### src/rtl/core/crt_pkg.sv
`default_nettype none

package crt_pkg;

    localparam int MAX_ENTRIES = 16;
    localparam int KEY_BITS    = 16;
    localparam int COUNT_BITS  = 32;

    // widths fixed by the port fields
    localparam int KEY_PORT_BITS = 16;
    localparam int CAP_BITS      = 5;
    localparam int CFG_IDX_BITS  = 2;
    localparam int CFG_DATA_BITS = 5;
    localparam int TOTAL_BITS    = 32;

    localparam int OCC_BITS  = $clog2(MAX_ENTRIES + 1);
    localparam int CMP_BITS  = (OCC_BITS > CAP_BITS) ? OCC_BITS : CAP_BITS;
    localparam int BIT_BITS  = 5;
    localparam int SEEN_W    = 32;
    localparam int ROW_BITS  = KEY_BITS - BIT_BITS;
    localparam int SEEN_ROWS = 2 ** ROW_BITS;

    typedef logic [KEY_BITS-1:0]     t_key;
    typedef logic [OCC_BITS-1:0]     t_occ;
    typedef logic [CMP_BITS-1:0]     t_cmp;
    typedef logic [COUNT_BITS-1:0]   t_count;
    typedef logic [ROW_BITS-1:0]     t_row;
    typedef logic [SEEN_W-1:0]       t_seen_word;
    typedef logic [CFG_IDX_BITS-1:0] t_cfg_idx;

    localparam t_cfg_idx CFG_CAPACITY = t_cfg_idx'(0);
    localparam t_cfg_idx CFG_MODE     = t_cfg_idx'(1);

    typedef enum logic [1:0] {
        S_CLEAR,
        S_IDLE,
        S_LOOKUP
    } t_state;

    // broadcast to every cell during the lookup cycle
    typedef struct packed {
        logic upd;
        logic lru;
        logic hit;
        logic full;
        t_occ occ;
    } t_cell_ctl;

    function automatic t_count sat_inc(input t_count c);
        return (c == '1) ? c : c + t_count'(1);
    endfunction

endpackage

`default_nettype wire

### src/rtl/core/crt_cell.sv
`default_nettype none

module crt_cell (
    input  logic               i_clk,
    input  crt_pkg::t_cell_ctl i_ctl,
    input  crt_pkg::t_occ      i_idx,
    input  crt_pkg::t_key      i_key,
    input  crt_pkg::t_key      i_next_key,
    input  logic               i_sh,
    output logic               o_sh,
    output logic               o_match,
    output crt_pkg::t_key      o_key
);
    import crt_pkg::*;

    t_key r_key;
    t_key n_key;
    logic occupied;
    logic tail;
    logic append;
    logic move;

    assign occupied = i_idx < i_ctl.occ;
    assign tail     = t_occ'(i_idx + t_occ'(1)) == i_ctl.occ;
    assign append   = i_idx == i_ctl.occ;
    assign o_match  = occupied && (r_key == i_key);
    assign o_sh     = i_sh | o_match;
    assign o_key    = r_key;

    // shift toward the oldest end: from the hit onward under LRU, all on eviction
    assign move = occupied &&
                  ((i_ctl.hit && i_ctl.lru && o_sh) || (!i_ctl.hit && i_ctl.full));

    always_comb begin
        n_key = r_key;
        if (i_ctl.upd) begin
            if (move) begin
                n_key = tail ? i_key : i_next_key;
            end else if (!i_ctl.hit && !i_ctl.full && append) begin
                n_key = i_key;
            end
        end
    end

    always_ff @(posedge i_clk) begin
        r_key <= n_key;
    end

endmodule

`default_nettype wire

### config.mk
export PLATFORM = sky130hd
export DESIGN_NAME = crt_cell
export DESIGN_NICKNAME = d
export VERILOG_FILES = /design/src/rtl/core/crt_pkg.sv /design/src/rtl/core/crt_cell.sv
export SDC_FILE = /design/constraint.sdc
export NUM_CORES = 1
export LEC_CHECK = 0
export BUFFER_PORTS_ARGS = -buffer_cell sky130_fd_sc_hd__buf_2
export CAP_MARGIN = 10
export CORE_ASPECT_RATIO = 0.5
export CORE_MARGIN = 4
export CORE_UTILIZATION = 40
export DETAILED_ROUTE_END_ITERATION = 12
export PLACE_DENSITY = 0.76
export SLEW_MARGIN = 20
export SYNTH_ARGS = -nofsm -noshare
export SYNTH_HDL_FRONTEND = slang
export SYNTH_SLANG_ARGS = --single-unit
### constraint.sdc
create_clock -name i_clk -period 2.73 [get_ports i_clk]
set_input_delay 0.273 -clock i_clk [delete_from_list [all_inputs] [get_ports i_clk]]
set_output_delay 0.273 -clock i_clk [all_outputs]
set_load 0.05 [all_outputs]
==> run metrics, run 1 <==
post-DP HPWL=2300 µm; Ys Warns=0; XOR/XNOR share of the synthesized area=0.144; chip height=~47 µm; commonest non-fill, non-tap cell in the layout=buf_2; clock-pin transition on the worst setup and hold timing paths=roughly 0.07 ns; hold path depth=2; Total Nets Final=between 200 and 250; row cnt=13; IO Count=66; Synth Area in Compound Gates=0.0721; DP Cell Count=just under 200; CTS tree=built; critical path required time=2.46 ns; first-pass GRT wire length=4320 µm; clk buf depth=2; setup TNS=0 ns; post-DR wirelength/cell=between 10 and 15 µm; drt pass-1 iters=3; syn_nets=roughly 150; # fillers=about 230; Initial Utilization=0.442; vias per cell=approximately 4.8; number of global-route vias before repair=between 900 and 1,000; DRC=0; Post-synth ARST share=0; Sequential Area=480 µm²; Worst-Margin Slew=around 0.70 ns; Hold EP=o_key[2]; final hold vios=0; Pleak=0.000741 µW; number of flip-flops in the largest register=16; register area share after synthesis=0.395; Area Overhead vs Synth=33.7%; area share of and/or/nand/nor cells after synthesis=0.111; crit path time final=about 2.3 ns; fin crit share=0.830; Final GP Congestion=0.801; layout cell share with drive strength beyond 1=0.519; r2r worst-path depth=5; DRT iter0 DRCs=35; clock buffer count from CTS=3; peak supply drop=~0.21 mV; ANT nets after route=0; CTS Hold Bufs=0; Worst Path Arrival=slightly below 2 ns; Yosys reg bits=16; combinational share of power=0.334; status=finished, final reports clean; H-Tree Depth=1; worst skew pair latency=approximately 0.25 ns; Setup Fix Bufs, Post-CTS=0; port bufs=65; post-CTS sizing=0; Max FO, Critical Path=3; number of flops mapped to enable cells by yosys=16; Core ar.=around 2700 µm²; mux share of post-synthesis cell area=0.187; Worst Path Class, Setup=reg2out; Pint=roughly 500 µW; non-filler cells, final=about 200; GR Overflow Total=0; RR Endpoint=o_key[3]; Clk pwr share=0.247; adder-cell share of the synthesized area=0.0618; Die ar.=~4000 µm²; crit path launch type=register; Cells after Synth=94; Worst R2R Start=o_key[9]; RSZ-0062 raised after global routing=no; initial antenna violation count=0; Die X=around 86 µm; clock sink total=16; Main synth FF type=edfxtp_1; Switch Pwr=between 200 and 250 µW; hold_sp=i_next_key[2]; sequential share of power=0.419; Sw Share=0.315; Crit. End Element=output port; area of the multi-input gates=between 700 and 800 µm²; GR Util All Layers=0.137; most frequent cells in the layout=65 x buf_2, 18 x xnor2_1, 16 x edfxtp_1; Worst Hold Class=in2reg; Worst Skew=0.00235 ns; setup violators final=0; Detailed Route WL=about 2800 µm; Slew Limit Fails=0; routed vias=between 900 and 1,000; Power Dens Cells=448 nW/µm²; Max Fclk=between 400 and 500 MHz; Max transition margin=0.531; max cap viols=0; Post-Synthesis Cell Area=~1200 µm²; reg2reg setup slack=~0.60 ns; largest net degree at the start of global routing=17; largest family of logic cells by synthesized area=multiplexers; Netlist cell types=30; # diodes=0; Clk Tree Root Cell=clkbuf_8; syn_area_per_cell=around 13 µm²
final cells by class:
cell class	instances	area share
Inverter	6	0.0139
Tap cell	37	0.0285
Clock buffer	3	0.0254
Multi-Input combinational cell	71	0.431
Sequential cell	16	0.296
Timing Repair Buffer	66	0.205
through the flow:
stage                     total power [µW]  worst slack [ns]  area (µm²)  hold WS, ns   util
after global placement                 550             0.405        1580        0.554  0.576
final                                  727             0.464        1620        0.305  0.591
after detailed placement               555             0.264        1580        0.562  0.576
after CTS                              728             0.446        1620        0.308  0.591
after floorplan                        480            0.0300        1210        0.474      -
after global routing                   757             0.322        1620        0.322  0.591
cells in the mapped netlist, types with 2 or more instances:
cell	instances	share of area
xor2_1	2	0.014
mux2_1	5	0.046
xnor2_1	18	0.13
edfxtp_1	16	0.40
mux2_4	10	0.12
a21oi_1	3	0.012
ha_1	6	0.062
nor2b_1	2	0.010
inv_1	6	0.019
nor3b_1	2	0.012
nand4_1	5	0.026
power by group through the flow:
stage                     Sequential (µW)  Clock (µW)  Combinational, µW
after floorplan                       366           0                114
after global placement                309           0                241
after detailed placement              310           0                245
after CTS                             305         178                246
after global routing                  307         188                262
final                                 304         180                243
worst max-delay path, cell delays in order (launching register included):
cell and delay [ns]:
edfxtp_1 0.41, xnor2_1 0.19, nand4_1 0.16, nor4_4 0.41, and3b_1 0.22, or2_2 0.10
buf_2 0.25
cells by family (layout without fill, tap and decap cells):
logic type,Yosys count,count (layout)
XOR/XNOR,20,20
AND/OR/NAND/NOR,18,18
multiplexers,17,17
flip-flops,16,16
AO/OA/AOI/OAI,10,10
buffers and inverters,7,75
adder cells (fa/ha/maj),6,6
layer usage:
layer	vias to the layer above	GRT usage	wire (µm)
met5	-	0	0
met4	0	0.0473	21
met2	20	0.273	1490
li1	489	-	-
met1	436	0.156	1140
met3	2	0.0193	103
how the worst max path moves through the flow:
stage / from / to / slack, ns / cells past startpoint
detailed placement: i_ctl[2] / o_key[4] / 0.26 / 8
floorplan: o_key[9] / o_key[0] / 0.03 / 5
CTS: o_key[14] / o_sh / 0.45 / 6
global placement: i_ctl[2] / o_key[4] / 0.40 / 8
global route: o_key[3] / o_sh / 0.32 / 6
finish: o_key[9] / o_sh / 0.46 / 6
Note: power is estimated with default switching activity, not from simulation.
==> inputs of run 2 (changes only) <==
--- a/config.mk
+++ b/config.mk
@@ -9,9 +9,9 @@
 export CAP_MARGIN = 10
 export CORE_ASPECT_RATIO = 0.5
 export CORE_MARGIN = 4
-export CORE_UTILIZATION = 40
+export CORE_UTILIZATION = 44
 export DETAILED_ROUTE_END_ITERATION = 12
-export PLACE_DENSITY = 0.76
+export PLACE_DENSITY = 0.79
 export SLEW_MARGIN = 20
 export SYNTH_ARGS = -nofsm -noshare
 export SYNTH_HDL_FRONTEND = slang
==> constraint.sdc (replaced) <==
create_clock -name i_clk -period 2.3 [get_ports i_clk]
set_input_delay 0.23 -clock i_clk [delete_from_list [all_inputs] [get_ports i_clk]]
set_output_delay 0.23 -clock i_clk [all_outputs]
set_load 0.05 [all_outputs]
==> run metrics, run 2 (synthesis results as in run 1) <==
dpl cell area=roughly 1600 µm²; max cap viols=0; WHS=roughly 0.26 ns; pre-CTS setup slack=-0.0299 ns; ANT nets after route=0; Power Dens Cells=about 520 nW/µm²; GR Overflow Total=0; Area Overhead vs Synth=39.2%; CTS tree=built; Worst R2R Start=o_key[5]; IO Count=66; commonest non-fill, non-tap cell in the layout=buf_2; Final GP Congestion=between 0.7 and 0.8; final instance area=roughly 1700 µm²; met3 wire len=~170 µm; clock buffer count from CTS=3; Die ar.=about 3700 µm²; non-filler cells, final=between 200 and 250; critical path required time=2.07 ns; Worst-Margin Slew=between 0.5 and 0.6 ns; fin crit share=0.945; worst skew pair latency=~0.25 ns; DRC=0; port bufs=65; DP Cell Count=around 200; largest net degree at the start of global routing=17; layout cell share with drive strength beyond 1=0.539; row cnt=13; Total Nets Final=220; Core ar.=about 2600 µm²; wire length on met1=~1100 µm; setup violators final=0; Crit. End Element=output port; initial antenna violation count=0; reg2reg setup slack=between 0.15 and 0.2 ns; chip height=~45 µm; Hold EP=o_key[0]; clock-pin transition on the worst setup and hold timing paths=0.07 ns; number of global-route vias before repair=982; crit path launch type=register; crit path time final=between 2 and 2.5 ns; final hold vios=0; number of flip-flops in the largest register=16; DRT iter0 DRCs=15; RR Endpoint=o_key[1]; r2r worst-path depth=6; Max FO, Critical Path=3; Initial Utilization=0.464; Slew Limit Fails=0; first-pass GRT wire length=3870 µm; Max Fclk=roughly 460 MHz; Clk Tree Root Cell=clkbuf_8; clk buf depth=2; hold_sp=i_next_key[0]; clock sink total=16; GR Util All Layers=0.138; top sig layer=met4; # diodes=0; peak supply drop=between 0.4 and 0.5 mV; Detailed Route WL=around 2800 µm; Setup WS post-layout=~0.13 ns; status=finished, final reports clean; post-DR wirelength/cell=approximately 14 µm; routed vias=993; Pleak=approximately 0.00076 µW; Max transition margin=0.665; Worst Skew=between 0.003 and 0.004 ns; Overall Power=between 800 and 900 µW; post-DP HPWL=roughly 2100 µm; met2 routed WL=roughly 1400 µm; Worst Path Arrival=around 1.9 ns; vias per cell=roughly 4.9; most frequent cells in the layout=64 x buf_2, 18 x xnor2_1, 16 x edfxtp_1; drt pass-1 iters=4; hold path depth=2; Worst Hold Class=in2reg; Die X=roughly 82 µm; H-Tree Depth=1; Worst Path Class, Setup=reg2out
==> run 2: changes by cell type in the layout (fill, tap and decap cells not counted), sizes merged <==
cell	change
clkbuf	+1
clkinv	+1
o211ai	+1
==> run 2: routing by layer <==
layer | vias up | global-route usage
met2 | 30 | 0.269
li1 | 499 | -
met1 | 462 | 0.149
met5 | - | 0
met4 | 0 | 0.0298
met3 | 2 | 0.0378
==> run 2: area by class of cell <==
type                    instances  area, µm²
flip-flops and latches         16        480
inverters                       6       22.5
fillers                       211        927
repair buffers                 67        355
clock buffers                   3       41.3
clock inverters                 1       3.75
well taps                      37       46.3
multi-input cells              72        742
==> run 2: repair_timing <==
action | in CTS | in global routing
resized for setup | 0 | 3
hold buffers | 0 | 0
buffers inserted | 0 | 1
endpoints found under the setup margin | 0 | 2
==> run 2: report_power, final <==
group,switching (µW),internal [µW]
logic,169,134
clock network,99.7,119
registers,12.5,349
==> run 2: critical path: stages, from the launching register on <==
cell      delay [ns]
edfxtp_1        0.42
xnor2_1         0.18
nand4_1         0.17
nor4_4          0.36
and3b_2         0.24
or2_4           0.10
clkbuf_4        0.21
==> run 2: worst max path at each step <==
stage,start,slack [ns],cells after the start,endpoint
2_1_floorplan,o_key[9],-0.01,5,o_key[0]
3_3_place_gp,i_ctl[2],0.01,8,o_key[3]
3_5_place_dp,i_ctl[2],-0.03,8,o_key[3]
4_1_cts,o_key[3],0.02,6,o_sh
5_1_grt,o_key[5],-0.004,6,o_sh
6_report,o_key[5],0.13,6,o_sh
==> run 2: through the flow <==
| stage | TNS, ns | util |
|---|---|---|
| finish | 0 | 0.646 |
| global placement | 0 | 0.615 |
| CTS | 0 | 0.632 |
| floorplan | -0.211 | - |
| global route | -0.00357 | 0.646 |
| detailed placement | -0.168 | 0.615 |
==> inputs of run 3 (changes only) <==
--- a/config.mk
+++ b/config.mk
@@ -7,7 +7,7 @@
 export LEC_CHECK = 0
 export BUFFER_PORTS_ARGS = -buffer_cell sky130_fd_sc_hd__buf_2
 export CAP_MARGIN = 10
-export CORE_ASPECT_RATIO = 0.5
+export CORE_ASPECT_RATIO = 0.75
 export CORE_MARGIN = 4
 export CORE_UTILIZATION = 44
 export DETAILED_ROUTE_END_ITERATION = 12
==> run metrics, run 3 (synthesis results as in run 1) <==
status=finished, final reports clean; met3 wire len=208 µm; critical path required time=between 2 and 2.5 ns; Initial Utilization=0.463; Clk pwr share=0.237; Worst Path Arrival=approximately 1.9 ns; Clk Tree Root Cell=clkbuf_8; post-CTS sizing=0; vias per cell=just under 5; chip height=around 54 µm; RR Endpoint=o_key[13]; commonest non-fill, non-tap cell in the layout=buf_2; hold path depth=2; Worst R2R Start=o_key[1]; initial antenna violation count=0; Worst Skew=~0.0027 ns; DP Cell Count=slightly below 200; Slew Limit Fails=0; final hold vios=0; crit path time final=2.17 ns; post-DP HPWL=approximately 2400 µm; Final GP Congestion=approximately 0.72; ANT nets after route=0; DRT iter0 DRCs=30; Max Fclk=about 460 MHz; sequential share of power=0.413; routed vias=990; layout cell share with drive strength beyond 1=0.539; clock buffer count from CTS=3; drt pass-1 iters=4; reg2reg setup slack=0.18 ns; clock-pin transition on the worst setup and hold timing paths=~0.060 ns; final core utilization=0.643; Pint=between 600 and 700 µW; Max FO, Critical Path=2; setup violators final=0; port bufs=65; Switch Pwr=274 µW; Pleak=between 0.0007 and 0.0008 µW; top sig layer=met4; largest net degree at the start of global routing=17; combinational share of power=0.351; peak supply drop=approximately 0.44 mV; Total Nets Final=around 220; CTS tree=built; GR Overflow Total=0; Max transition margin=0.717; Die X=approximately 69 µm; Worst Hold Class=in2reg; worst skew pair latency=around 0.25 ns; Die ar.=between 3000 and 4000 µm²; non-filler cells, final=201; GR Util All Layers=0.167; crit path launch type=register; first-pass GRT wire length=roughly 4400 µm; fin crit share=0.944; met2 routed WL=around 1500 µm; Hold EP=o_key[3]; clk buf depth=2; # diodes=0; Crit. End Element=output port; hold_sp=i_next_key[3]; H-Tree Depth=1; post-DR wirelength/cell=~14 µm; most frequent cells in the layout=65 x buf_2, 18 x xnor2_1, 16 x edfxtp_1; Worst Path Class, Setup=reg2out; Sw Share=0.313; Detailed Route WL=2910 µm; IO Count=between 60 and 70; clock sink total=16; CTS Hold Bufs=0; Area Overhead vs Synth=38.7%; Core ar.=roughly 2600 µm²; row cnt=16; DRC=0; number of flip-flops in the largest register=16; number of global-route vias before repair=around 1,000; r2r worst-path depth=7; Worst-Margin Slew=about 0.42 ns; Power Dens Cells=between 500 and 600 nW/µm²; RSZ-0062 raised after global routing=no; max cap viols=0; wire length on met1=~1200 µm
run 3: changes by cell type in the layout (fill, tap and decap cells not counted), sizes merged:
| cell | previous run | this run |
|---|---|---|
| buf | 66 | 69 |
| clkinv | 1 | 0 |
| clkbuf | 4 | 3 |
| o211ai | 2 | 1 |
run 3: timing repair:
action	4_1_cts	5_1_grt
setup endpoints to repair	1	5
cloned	0	0
pin swaps	1	1
setup buffers	1	1
run 3: critical path: stages, from the launching register on:
cell and delay, ns:
edfxtp_1 0.42, xnor2_1 0.21, nand4_1 0.18, nor4_4 0.31
and3b_2 0.23, or2_4 0.10, buf_2 0.24
run 3: layer usage:
metal	vias up	global-route usage
met5	-	0
met4	0	0.0297
met3	2	0.0531
met2	34	0.298
met1	459	0.197
li1	495	-
run 3: cell type report:
class	instances	area, µm²
clock buffers	3	41.3
fillers	216	937
inverters	6	22.5
multi-input cells	71	716
flip-flops and latches	16	480
well taps	36	45.0
repair buffers	69	380
run 3: power by group through the flow:
stage          clock network, µW  registers [µW]  logic (µW)
6_report                     208             362         308
5_1_grt                      231             364         330
4_1_cts                      214             362         303
3_5_place_dp                   0             368         301
3_3_place_gp                   0             366         294
2_1_floorplan                  0             434         138
run 3: through the flow:
| stage | setup slack, ns | TNS (ns) | area, µm² | total power [µW] | hold WS [ns] |
|---|---|---|---|---|---|
| global placement | 0.105 | 0 | 1620 | 660 | 0.512 |
| detailed placement | 0.0407 | 0 | 1620 | 669 | 0.518 |
| CTS | 0.0645 | 0 | 1670 | 878 | 0.263 |
| finish | 0.130 | 0 | 1690 | 877 | 0.269 |
| global route | 0.0144 | 0 | 1690 | 925 | 0.267 |
| floorplan | -0.0132 | -0.211 | 1230 | 572 | 0.431 |
run 3: worst max path at each step:
| stage | end | from |
|---|---|---|
| after floorplan | o_key[0] | o_key[9] |
| after detailed placement | o_key[2] | i_ctl[2] |
| after CTS | o_key[4] | o_key[1] |
| final | o_sh | o_key[1] |
| after global routing | o_sh | o_key[1] |
| after global placement | o_key[15] | i_idx[0] |
